==> config.mk <==
export PLATFORM = sky130hd
export DESIGN_NAME = srtn_preemptive_scheduler_flat
export DESIGN_NICKNAME = d
export VERILOG_FILES = /design/src/rtl/srtn_pkg.sv /design/src/rtl/srtn_ifs.sv /design/src/rtl/srtn_ram.sv /design/src/rtl/srtn_alu.sv /design/src/rtl/srtn_preemptive_scheduler.sv /design/src/flat_wrapper.sv
export SDC_FILE = /design/constraint.sdc
export NUM_CORES = 1
export LEC_CHECK = 0
export BUFFER_PORTS_ARGS = -buffer_cell sky130_fd_sc_hd__clkbuf_2
export CAP_MARGIN = 40
export CORE_ASPECT_RATIO = 0.7
export CORE_MARGIN = 8
export CORE_UTILIZATION = 55
export CTS_CLUSTER_DIAMETER = 80
export CTS_CLUSTER_SIZE = 40
export DETAILED_ROUTE_END_ITERATION = 16
export GPL_TIMING_DRIVEN = 0
export PLACE_DENSITY = 0.82
export RECOVER_POWER = 25
export SKIP_LAST_GASP = 1
export SLEW_MARGIN = 20
export SYNTH_ARGS = -nofsm -noshare
export SYNTH_HDL_FRONTEND = slang
export SYNTH_HIERARCHICAL = 1
export SYNTH_SLANG_ARGS = --single-unit
==> constraint.sdc <==
create_clock -name clk -period 4.7 [get_ports clk]
set_input_delay 0.47 -clock clk [delete_from_list [all_inputs] [get_ports clk]]
set_output_delay 0.47 -clock clk [all_outputs]
set_load 0.005 [all_outputs]
==> src/rtl/srtn_pkg.sv <==
// Shared types and constants for the SRTN scheduler.
// No dependencies; imported by the interfaces and the scheduler top.
package srtn_pkg;

	localparam int SLOT_W  = 4;
	localparam int BURST_W = 16;
	localparam int TIME_W  = 16;

	localparam logic CMD_ARRIVE = 1'b0;
	localparam logic CMD_TICK   = 1'b1;

	typedef enum logic [2:0] {
		ST_IDLE,
		ST_ARRIVE,
		ST_RUN,
		ST_TA,
		ST_WT,
		ST_SCAN,
		ST_DECIDE,
		ST_EMIT
	} state_t;

endpackage

==> src/rtl/srtn_ifs.sv <==
// Valid/ready channel interfaces for the SRTN scheduler.
// Depends on srtn_pkg for field widths.
interface srtn_in_if import srtn_pkg::*; ();
	logic               valid;
	logic               ready;
	logic               cmd;
	logic [SLOT_W-1:0]  task_slot;
	logic [BURST_W-1:0] burst_len;

	modport source (output valid, cmd, task_slot, burst_len, input ready);
	modport sink   (input valid, cmd, task_slot, burst_len, output ready);
endinterface

interface srtn_out_if import srtn_pkg::*; ();
	logic              valid;
	logic              ready;
	logic [TIME_W-1:0] time_now;
	logic [SLOT_W-1:0] run_slot;
	logic              run_valid;
	logic              switched;
	logic              done_valid;
	logic [TIME_W-1:0] finish_time;
	logic [TIME_W-1:0] turnaround;
	logic [TIME_W-1:0] wait_time;

	modport source (output valid, time_now, run_slot, run_valid, switched, done_valid,
		finish_time, turnaround, wait_time, input ready);
	modport sink   (input valid, time_now, run_slot, run_valid, switched, done_valid,
		finish_time, turnaround, wait_time, output ready);
endinterface

==> src/rtl/srtn_ram.sv <==
// Generic single-write, single-read RAM with registered read data.
// No dependencies.
module srtn_ram #(
	parameter int WIDTH = 16,
	parameter int DEPTH = 16
) (
	input  logic                     clk,
	input  logic                     we,
	input  logic [$clog2(DEPTH)-1:0] waddr,
	input  logic [WIDTH-1:0]         wdata,
	input  logic [$clog2(DEPTH)-1:0] raddr,
	output logic [WIDTH-1:0]         rdata
);
	logic [WIDTH-1:0] mem [DEPTH];

	always_ff @(posedge clk) begin
		if (we) begin
			mem[waddr] <= wdata;
		end
		rdata <= mem[raddr];
	end
endmodule

==> src/rtl/srtn_alu.sv <==
// Shared subtract/compare unit of the SRTN scheduler.
// Gives a - b, the borrow (a < b) and the difference floored at zero.
module srtn_alu #(
	parameter int W = 16
) (
	input  logic [W-1:0] a,
	input  logic [W-1:0] b,
	output logic [W-1:0] diff,
	output logic [W-1:0] pos,
	output logic         borrow
);
	logic [W:0] full;

	assign full   = {1'b0, a} - {1'b0, b};
	assign diff   = full[W-1:0];
	assign borrow = full[W];
	assign pos    = full[W] ? '0 : full[W-1:0];
endmodule

==> src/rtl/srtn_preemptive_scheduler.sv <==
// SRTN scheduler top: sequencer, slot state and result register.
// Arrival: the ARRIVE state follows the transfer, then IDLE again; no result is produced.
// Tick: RUN, then TA and WT when the running task finishes, then a serial scan of every slot
// through the shared subtractor, DECIDE and EMIT; EMIT loads the result register and waits
// while the held result is not yet taken. New transfers are accepted only in IDLE.
// Reset clears control state and slot valid bits; slot RAMs stay undefined, no clear pass.
module srtn_preemptive_scheduler import srtn_pkg::*; #(
	parameter int MAX_TASKS = 16,
	parameter int TIME_BITS = 16
) (
	input  logic clk,
	input  logic arst_n,
	srtn_in_if.sink    req,
	srtn_out_if.source rsp
);
	localparam int AW = $clog2(MAX_TASKS);
	localparam int CW = $clog2(MAX_TASKS + 1);
	localparam logic [CW-1:0]        CNT_END = CW'(MAX_TASKS);
	localparam logic [TIME_BITS-1:0] T_MAX   = '1;
	localparam logic [TIME_BITS-1:0] T_ONE   = TIME_BITS'(1);

	state_t state_q, state_d;

	logic [MAX_TASKS-1:0] valid_q;
	logic [AW-1:0]        cur_q;
	logic                 act_q;
	logic                 sw_q;
	logic [TIME_BITS-1:0] clk_cnt_q;
	logic [TIME_BITS-1:0] cur_rem_q;

	logic [SLOT_W-1:0]    slot_q;
	logic [TIME_BITS-1:0] burst_q;

	logic [TIME_BITS-1:0] res_time_q, res_fin_q, res_ta_q, res_wt_q;
	logic [AW-1:0]        res_slot_q;
	logic                 res_run_q, res_sw_q, res_done_q;

	logic [CW-1:0]        cnt_q;
	logic [AW-1:0]        idx_s1;
	logic                 rd_en_s1;
	logic [AW-1:0]        best_q;
	logic [TIME_BITS-1:0] best_rem_q;
	logic                 best_ok_q;

	logic                 ov_q;
	logic [TIME_W-1:0]    out_time_q, out_fin_q, out_ta_q, out_wt_q;
	logic [SLOT_W-1:0]    out_slot_q;
	logic                 out_run_q, out_sw_q, out_done_q;

	logic [TIME_BITS-1:0] alu_a, alu_b, alu_diff, alu_pos;
	logic                 alu_borrow;

	logic                 rem_we, ab_we;
	logic [AW-1:0]        rem_waddr;
	logic [TIME_BITS-1:0] rem_wdata;
	logic [TIME_BITS-1:0] rem_rd, arr_rd, burst_rd;

	logic [TIME_BITS-1:0] time_inc;
	logic [AW-1:0]        slot_idx;
	logic                 arr_ok;
	logic                 scan_take;
	logic                 out_load;

	assign time_inc  = (clk_cnt_q == T_MAX) ? clk_cnt_q : clk_cnt_q + T_ONE;
	assign slot_idx  = AW'(slot_q);
	assign arr_ok    = (32'(slot_q) < MAX_TASKS) && (burst_q != '0) && !valid_q[slot_idx];
	// candidate: valid, not the running task, and strictly less than best so far
	assign scan_take = rd_en_s1 && valid_q[idx_s1] && !(act_q && idx_s1 == cur_q)
		&& (!best_ok_q || alu_borrow);
	assign out_load  = (state_q == ST_EMIT) && (!ov_q || rsp.ready);

	srtn_alu #(.W(TIME_BITS)) u_alu (
		.a      (alu_a),
		.b      (alu_b),
		.diff   (alu_diff),
		.pos    (alu_pos),
		.borrow (alu_borrow)
	);

	srtn_ram #(.WIDTH(TIME_BITS), .DEPTH(MAX_TASKS)) u_rem_ram (
		.clk   (clk),
		.we    (rem_we),
		.waddr (rem_waddr),
		.wdata (rem_wdata),
		.raddr (cnt_q[AW-1:0]),
		.rdata (rem_rd)
	);

	srtn_ram #(.WIDTH(TIME_BITS), .DEPTH(MAX_TASKS)) u_arr_ram (
		.clk   (clk),
		.we    (ab_we),
		.waddr (slot_idx),
		.wdata (clk_cnt_q),
		.raddr (cur_q),
		.rdata (arr_rd)
	);

	srtn_ram #(.WIDTH(TIME_BITS), .DEPTH(MAX_TASKS)) u_burst_ram (
		.clk   (clk),
		.we    (ab_we),
		.waddr (slot_idx),
		.wdata (burst_q),
		.raddr (cur_q),
		.rdata (burst_rd)
	);

	always_comb begin
		state_d = state_q;
		unique case (state_q)
			ST_IDLE: begin
				if (req.valid) begin
					state_d = (req.cmd == CMD_TICK) ? ST_RUN : ST_ARRIVE;
				end
			end
			ST_ARRIVE: state_d = ST_IDLE;
			ST_RUN:    state_d = (act_q && alu_diff == '0) ? ST_TA : ST_SCAN;
			ST_TA:     state_d = ST_WT;
			ST_WT:     state_d = ST_SCAN;
			ST_SCAN:   state_d = (cnt_q == CNT_END) ? ST_DECIDE : ST_SCAN;
			ST_DECIDE: state_d = ST_EMIT;
			ST_EMIT: begin
				if (!ov_q || rsp.ready) begin
					state_d = ST_IDLE;
				end
			end
			default:   state_d = ST_IDLE;
		endcase
	end

	always_comb begin
		req.ready = (state_q == ST_IDLE);
		alu_a     = '0;
		alu_b     = '0;
		rem_we    = 1'b0;
		ab_we     = 1'b0;
		rem_waddr = cur_q;
		rem_wdata = alu_diff;
		unique case (state_q)
			ST_ARRIVE: begin
				alu_a     = burst_q;
				alu_b     = cur_rem_q;
				rem_we    = arr_ok;
				ab_we     = arr_ok;
				rem_waddr = slot_idx;
				rem_wdata = burst_q;
			end
			ST_RUN: begin
				alu_a  = cur_rem_q;
				alu_b  = T_ONE;
				rem_we = act_q;
			end
			ST_TA: begin
				alu_a = time_inc;
				alu_b = arr_rd;
			end
			ST_WT: begin
				alu_a = res_ta_q;
				alu_b = burst_rd;
			end
			ST_SCAN: begin
				alu_a = rem_rd;
				alu_b = best_rem_q;
			end
			ST_DECIDE: begin
				alu_a = best_rem_q;
				alu_b = cur_rem_q;
			end
			default: ;
		endcase
	end

	always_ff @(posedge clk or negedge arst_n) begin
		if (!arst_n) begin
			state_q   <= ST_IDLE;
			valid_q   <= '0;
			cur_q     <= '0;
			act_q     <= 1'b0;
			sw_q      <= 1'b0;
			clk_cnt_q <= '0;
			cur_rem_q <= '0;
			cnt_q     <= '0;
			rd_en_s1  <= 1'b0;
			best_ok_q <= 1'b0;
			ov_q      <= 1'b0;
		end else begin
			state_q <= state_d;
			if (out_load) begin
				ov_q <= 1'b1;
			end else if (rsp.ready) begin
				ov_q <= 1'b0;
			end
			if (state_q != ST_SCAN) begin
				cnt_q     <= '0;
				rd_en_s1  <= 1'b0;
				best_ok_q <= 1'b0;
			end
			unique case (state_q)
				ST_ARRIVE: begin
					if (arr_ok) begin
						valid_q[slot_idx] <= 1'b1;
						if (!act_q || alu_borrow) begin
							cur_q     <= slot_idx;
							act_q     <= 1'b1;
							sw_q      <= 1'b1;
							cur_rem_q <= burst_q;
						end
					end
				end
				ST_RUN: begin
					// pending switch is reported now; a finish marks the next one
					sw_q <= act_q && (alu_diff == '0);
					if (act_q) begin
						cur_rem_q <= alu_diff;
						if (alu_diff == '0) begin
							valid_q[cur_q] <= 1'b0;
							act_q          <= 1'b0;
						end
					end
				end
				ST_SCAN: begin
					if (cnt_q != CNT_END) begin
						cnt_q <= cnt_q + CW'(1);
					end
					rd_en_s1 <= (cnt_q != CNT_END);
					if (scan_take) begin
						best_ok_q <= 1'b1;
					end
				end
				ST_DECIDE: begin
					clk_cnt_q <= time_inc;
					if (best_ok_q && (!act_q || alu_borrow)) begin
						cur_q     <= best_q;
						act_q     <= 1'b1;
						sw_q      <= 1'b1;
						cur_rem_q <= best_rem_q;
					end
				end
				default: ;
			endcase
		end
	end

	always_ff @(posedge clk) begin
		if (state_q == ST_IDLE && req.valid) begin
			slot_q  <= req.task_slot;
			burst_q <= TIME_BITS'(req.burst_len);
		end
		if (state_q == ST_RUN) begin
			res_time_q <= clk_cnt_q;
			res_sw_q   <= sw_q;
			res_run_q  <= act_q;
			res_slot_q <= act_q ? cur_q : '0;
			res_done_q <= act_q && (alu_diff == '0);
			res_fin_q  <= '0;
			res_ta_q   <= '0;
			res_wt_q   <= '0;
		end
		if (state_q == ST_TA) begin
			res_fin_q <= time_inc;
			res_ta_q  <= alu_pos;
		end
		if (state_q == ST_WT) begin
			res_wt_q <= alu_pos;
		end
		if (state_q == ST_SCAN) begin
			idx_s1 <= cnt_q[AW-1:0];
			if (scan_take) begin
				best_q     <= idx_s1;
				best_rem_q <= rem_rd;
			end
		end
		if (out_load) begin
			out_time_q <= TIME_W'(res_time_q);
			out_slot_q <= SLOT_W'(res_slot_q);
			out_run_q  <= res_run_q;
			out_sw_q   <= res_sw_q;
			out_done_q <= res_done_q;
			out_fin_q  <= TIME_W'(res_fin_q);
			out_ta_q   <= TIME_W'(res_ta_q);
			out_wt_q   <= TIME_W'(res_wt_q);
		end
	end

	assign rsp.valid       = ov_q;
	assign rsp.time_now    = out_time_q;
	assign rsp.run_slot    = out_slot_q;
	assign rsp.run_valid   = out_run_q;
	assign rsp.switched    = out_sw_q;
	assign rsp.done_valid  = out_done_q;
	assign rsp.finish_time = out_fin_q;
	assign rsp.turnaround  = out_ta_q;
	assign rsp.wait_time   = out_wt_q;

	a_new_result_from_emit: assert property (@(posedge clk) disable iff (!arst_n)
		$rose(ov_q) |-> $past(state_q) == ST_EMIT)
		else $error("result register loaded outside emit");

	a_running_slot_valid: assert property (@(posedge clk) disable iff (!arst_n)
		act_q |-> valid_q[cur_q])
		else $error("running task occupies an empty slot");

	a_running_has_work: assert property (@(posedge clk) disable iff (!arst_n)
		(state_q == ST_IDLE && act_q) |-> cur_rem_q != '0)
		else $error("running task has no remaining work");

	a_done_implies_run: assert property (@(posedge clk) disable iff (!arst_n)
		(rsp.valid && rsp.done_valid) |-> rsp.run_valid)
		else $error("finish reported on an idle tick");

	a_accept_leaves_idle: assert property (@(posedge clk) disable iff (!arst_n)
		(req.valid && req.ready) |=> state_q != ST_IDLE)
		else $error("transfer accepted but sequencer stayed idle");
endmodule

==> src/flat_wrapper.sv <==
// flat-port wrapper written by rule: the top's interface ports become plain ports
module srtn_preemptive_scheduler_flat import srtn_pkg::*;
#(
	parameter int MAX_TASKS = 16,
	parameter int TIME_BITS = 16
)
  (clk, arst_n, req_valid, req_cmd, req_task_slot, req_burst_len, req_ready, rsp_valid, rsp_time_now, rsp_run_slot, rsp_run_valid, rsp_switched, rsp_done_valid, rsp_finish_time, rsp_turnaround, rsp_wait_time, rsp_ready);
  srtn_in_if req_i ();
  srtn_out_if rsp_i ();
  input  logic clk;
  input  logic arst_n;
  input wire logic [$bits(req_i.valid)-1:0] req_valid;
  input wire logic [$bits(req_i.cmd)-1:0] req_cmd;
  input wire logic [$bits(req_i.task_slot)-1:0] req_task_slot;
  input wire logic [$bits(req_i.burst_len)-1:0] req_burst_len;
  output wire logic [$bits(req_i.ready)-1:0] req_ready;
  output wire logic [$bits(rsp_i.valid)-1:0] rsp_valid;
  output wire logic [$bits(rsp_i.time_now)-1:0] rsp_time_now;
  output wire logic [$bits(rsp_i.run_slot)-1:0] rsp_run_slot;
  output wire logic [$bits(rsp_i.run_valid)-1:0] rsp_run_valid;
  output wire logic [$bits(rsp_i.switched)-1:0] rsp_switched;
  output wire logic [$bits(rsp_i.done_valid)-1:0] rsp_done_valid;
  output wire logic [$bits(rsp_i.finish_time)-1:0] rsp_finish_time;
  output wire logic [$bits(rsp_i.turnaround)-1:0] rsp_turnaround;
  output wire logic [$bits(rsp_i.wait_time)-1:0] rsp_wait_time;
  input wire logic [$bits(rsp_i.ready)-1:0] rsp_ready;
  assign req_i.valid = req_valid;
  assign req_i.cmd = req_cmd;
  assign req_i.task_slot = req_task_slot;
  assign req_i.burst_len = req_burst_len;
  assign req_ready = req_i.ready;
  assign rsp_valid = rsp_i.valid;
  assign rsp_time_now = rsp_i.time_now;
  assign rsp_run_slot = rsp_i.run_slot;
  assign rsp_run_valid = rsp_i.run_valid;
  assign rsp_switched = rsp_i.switched;
  assign rsp_done_valid = rsp_i.done_valid;
  assign rsp_finish_time = rsp_i.finish_time;
  assign rsp_turnaround = rsp_i.turnaround;
  assign rsp_wait_time = rsp_i.wait_time;
  assign rsp_i.ready = rsp_ready;
  srtn_preemptive_scheduler #(.MAX_TASKS(MAX_TASKS), .TIME_BITS(TIME_BITS)) u_core (.clk(clk), .arst_n(arst_n), .req(req_i), .rsp(rsp_i));
endmodule
==> summary.md <==
| Metric | Value |
|---|---|
| Slew @ Worst Pin | `about 1600 ps` |
| R2r worst-path depth | `19` |
| Failing checks | `capacitance limit, slew limit` |
| Final Hold Viols | `0` |
| Max-slew headroom | `-4.69%` |
| Share of layout cells above drive strength 1 | `27.3%` |
| ANT nets after route | `0` |
| Antenna violations before repair | `3` |
| Drt total wl | `114,000 microns` |
| Placed cells | `around 3,600` |
| Top_reg_cell synth | `edfxtp_1` |
| Switching Power | `0.0132 W` |
| WHS | `roughly 25 ps` |
| LEAKAGE | `17.1 nW` |
| Chip width | `349 microns` |
| Buf/Inv on CP | `4` |
| Drt drc | `0` |
| Crit-path max FO | `6` |
| CTS Buffer Depth | `3` |
| FFs w/ async S/R, synth | `6.09%` |
| Clock Skews | `54.4 ps` |
| Finished Cell Area | `just under 50,000 sq um` |
| Clk_lat worst skew | `around 650 ps` |
| Fin cells | `3,753` |
| Reported max-cap violation count | `1` |
| R2R Setup Slk | `10 ps` |
| Slowest CP cell | `a222oi_1` |
| Die footprint | `86,700 sq um` |
| Initial DRC Count | `~3,800` |
| Worst EP arrival | `5210 ps` |
| Fillers | `5,146` |
| Sw Ratio | `39.8%` |
| # nets final | `2,725` |
| H-tree levels | `2` |
| Distinct cells, synth | `72` |
| Post-synthesis sequential area ratio | `between 70 and 80%` |
| CTS sink count | `1,067` |
| CP Data Required Time | `about 5200 ps` |
| Area after DPL | `45,400 sq um` |
| Most frequent CP cell | `o21ai_1` |
| RR Endpoint | `u_core/valid_q[5]` |
| Synth Instances | `2,356` |
| Crit path kind | `register to register` |
| End of the critical path | `u_core/valid_q[5]` |
| Synth warnings | `6` |
| Vias per cell | `around 6.6` |
| Vias | `24,600` |
| Register area | `31,300 sq um` |
| Top cell type by total area after synthesis | `edfxtp_1` |
| Crit share post-route | `approximately 100%` |
| Crit path cell chain | `buf_8 > nor3b_4 > clkbuf_8 > buf_6 > a222oi_1 > o21ai_1 > ha_1 > nand4_1 > a21oi_2 > o21ai_2 > o211ai_1 > buf_4 > a31oi_4 > xnor2_4 > nor4_4 > and4_4 > nand4b_1 > o21ai_1 > o31ai_1` |
| Endpoints failing setup | `0` |
| Pin count of the biggest net entering global routing | `47` |
| Initial Utilization | `55.4%` |
| Worst-path clk slew | `140 ps` |
| Clock period minus worst slack | `between 4000 and 5000 ps` |
| Top post-synthesis cells by area | `edfxtp_1, mux4_2, dfrtp_1, dfxtp_1, mux4_1` |
| Wire length per cell | `~30 microns` |
| Setup crit start | `u_core/state_q[0]` |
| Setup TNS | `0 ps` |
| Pre-antenna DRT Iters | `5` |
| Crit-path leading delay family | `compound AO/OA/AOI/OAI gates` |
| HPWL after detailed placement | `76,300 microns` |
| Vias in the first global route | `approximately 23,000` |
| Share of the synthesized area in the top cell type | `67.3%` |
| Core area | `76,800 sq um` |
| CTS buffer count | `36` |
| Largest regs | `u_core/u_arr_ram/mem: 256 flops, u_core/u_burst_ram/mem: 256 flops, u_core/u_rem_ram/mem: 256 flops` |
| Power share of the combinational group | `44.8%` |
| Worst path max stage delay | `approximately 700 ps` |
| GRT overflow | `0` |
| Outcome | `finished with violations` |
| PortBufs | `97` |
| GRT Util Overall | `roughly a quarter` |
| Ports | `between 90 and 100` |
| Max-slew violation count | `20` |
| Clock power frac | `13.3%` |
| Peak VDD IR | `roughly 0.74 mV` |
| Post-synth EDFFs | `954` |
| Layout overhead on the synthesized area | `13.8%` |
| First-pass GRT wire length | `161,000 microns` |
| Mapped Area | `approximately 43,000 sq um` |
| Fmax achieved | `about 0.21 GHz` |
| Syn nets | `2,402` |
| CP Launch Type | `register` |
| Worst r2r src | `u_core/state_q[0]` |
| P_int | `0.0200 W` |
| Hold Crit Class | `input port to register` |
| Sequential cell fraction of total power | `41.9%` |
| Synthesized area per cell | `between 15 and 20 sq um` |
| Routability Congestion | `1.02` |
| TritonCTS clock tree | `built` |
| Commonest cells in the netlist | `edfxtp_1, nand2_1, mux4_2` |
| Tot Pwr | `0.0332 W` |
| Crit. path cell count | `19` |
| # rows | `85` |
| Die Ht | `249 microns` |
| Setup crit end kind | `register` |
| Root Buffer Master | `clkbuf_16` |
| Most numerous cell in the Yosys netlist | `edfxtp_1` |
| Power per cell area | `684 nW/um^2` |
| Footprint of the multi-input gates | `roughly 11,000 sq um` |
| Synth Register Bits | `1,067` |
| RSZ-0062 raised after global routing | `true` |
==> worst reg2reg max path: cells and delay by family (launching register included) <==
family | cells | cell delay [ps]
simple gates | 5 | 1160
xor+xnor | 1 | 220
fa+ha+maj | 1 | 400
flops | 1 | 520
buf+inv | 4 | 650
compound gates | 8 | 1650
==> cells in the final DEF, fill, tap and decap left out, types with 21 or more instances in the layout <==
cell type and n:
dfrtp_1 47, buf_8 35, buf_4 102, nand2_1 187
a21oi_1 31, and3_1 21, clkbuf_16 39, and2_1 26
edfxtp_1 954, inv_1 33, nor2_1 57, dfxtp_1 48
clkbuf_2 101, buf_6 46, nor2_2 38, o21ai_0 48
mux4_1 30, a22oi_1 105, clkbuf_1 77, mux4_2 166
mux2i_1 70
==> layout make-up <==
type | instances | share of cell area [%]
antenna | 2 | 0.0103
buffer | 115 | 1.57
clock buffer | 52 | 2.03
clock inverter | 14 | 0.408
inverter | 34 | 0.279
multi-input combinational | 1135 | 23.5
sequential | 1067 | 64.6
tap | 1044 | 2.70
timing repair buffer | 290 | 4.93
==> worst min path at each step <==
stage	from	to	slack, ps	depth (start not counted)
finish	req_burst_len[3]	u_core/burst_q[3]	30	1
global route	req_burst_len[6]	u_core/burst_q[6]	3	1
CTS	req_burst_len[12]	u_core/burst_q[12]	0.6	1
detailed placement	u_core/res_fin_q[14]	u_core/rsp.finish_time[14]	400	0
global placement	u_core/res_time_q[2]	u_core/rsp.time_now[2]	400	0
floorplan	arst_n	u_core/act_q	170	0
==> power by group through the flow <==
stage | sequential (W) | clock, W | combinational, W
final | 0.0139 | 0.00442 | 0.0148
after global routing | 0.0139 | 0.00473 | 0.0154
after global placement | 0.0141 | 0 | 0.0115
after detailed placement | 0.0141 | 0 | 0.0121
after CTS | 0.0139 | 0.00445 | 0.0129
after floorplan | 0.0137 | 0 | 0.00757
==> timing repair <==
| item | 4_1_cts | 5_1_grt |
|---|---|---|
| hold buffers | 17 | 1 |
| setup buffers | 55 | 36 |
| gates resized for setup | 134 | 101 |
| hold endpoints to repair | 35 | 1 |
| setup endpoints to repair | 361 | 341 |
| pin swaps | 19 | 41 |
| cloned | 2 | 2 |
==> metrics by stage <==
step                setup slack (ps)  utilization [%]
global route                   -52.8             63.1
CTS                            -22.0             62.0
global placement               -1610             57.8
detailed placement             -1660             59.1
floorplan                       5.82                -
finish                          9.61             63.1
==> metal layers <==
layer	vias to the layer above	part of all wire (%)	GRT usage [%]
li1	10000	-	-
met2	1836	43	35.9
met3	181	14	6.12
met1	12600	40	39.2
met5	-	0.0061	0
met4	2	2.7	6.15
==> kinds of logic (layout without fill, tap and decap cells) <==
family                   count (synthesis)  count (layout)  share of synthesized area, %
other                                    0               2                             0
adder cells (fa/ha/maj)                 21              21                         0.635
XOR/XNOR                                40              40                         0.823
multiplexers                           297             297                          13.2
AO/OA/AOI/OAI                          302             303                          4.93
AND/OR/NAND/NOR                        474             474                          5.28
buffers and inverters                  155             505                          1.78
flip-flops                            1067            1067                          73.4
(Power assumes the default switching activity.)
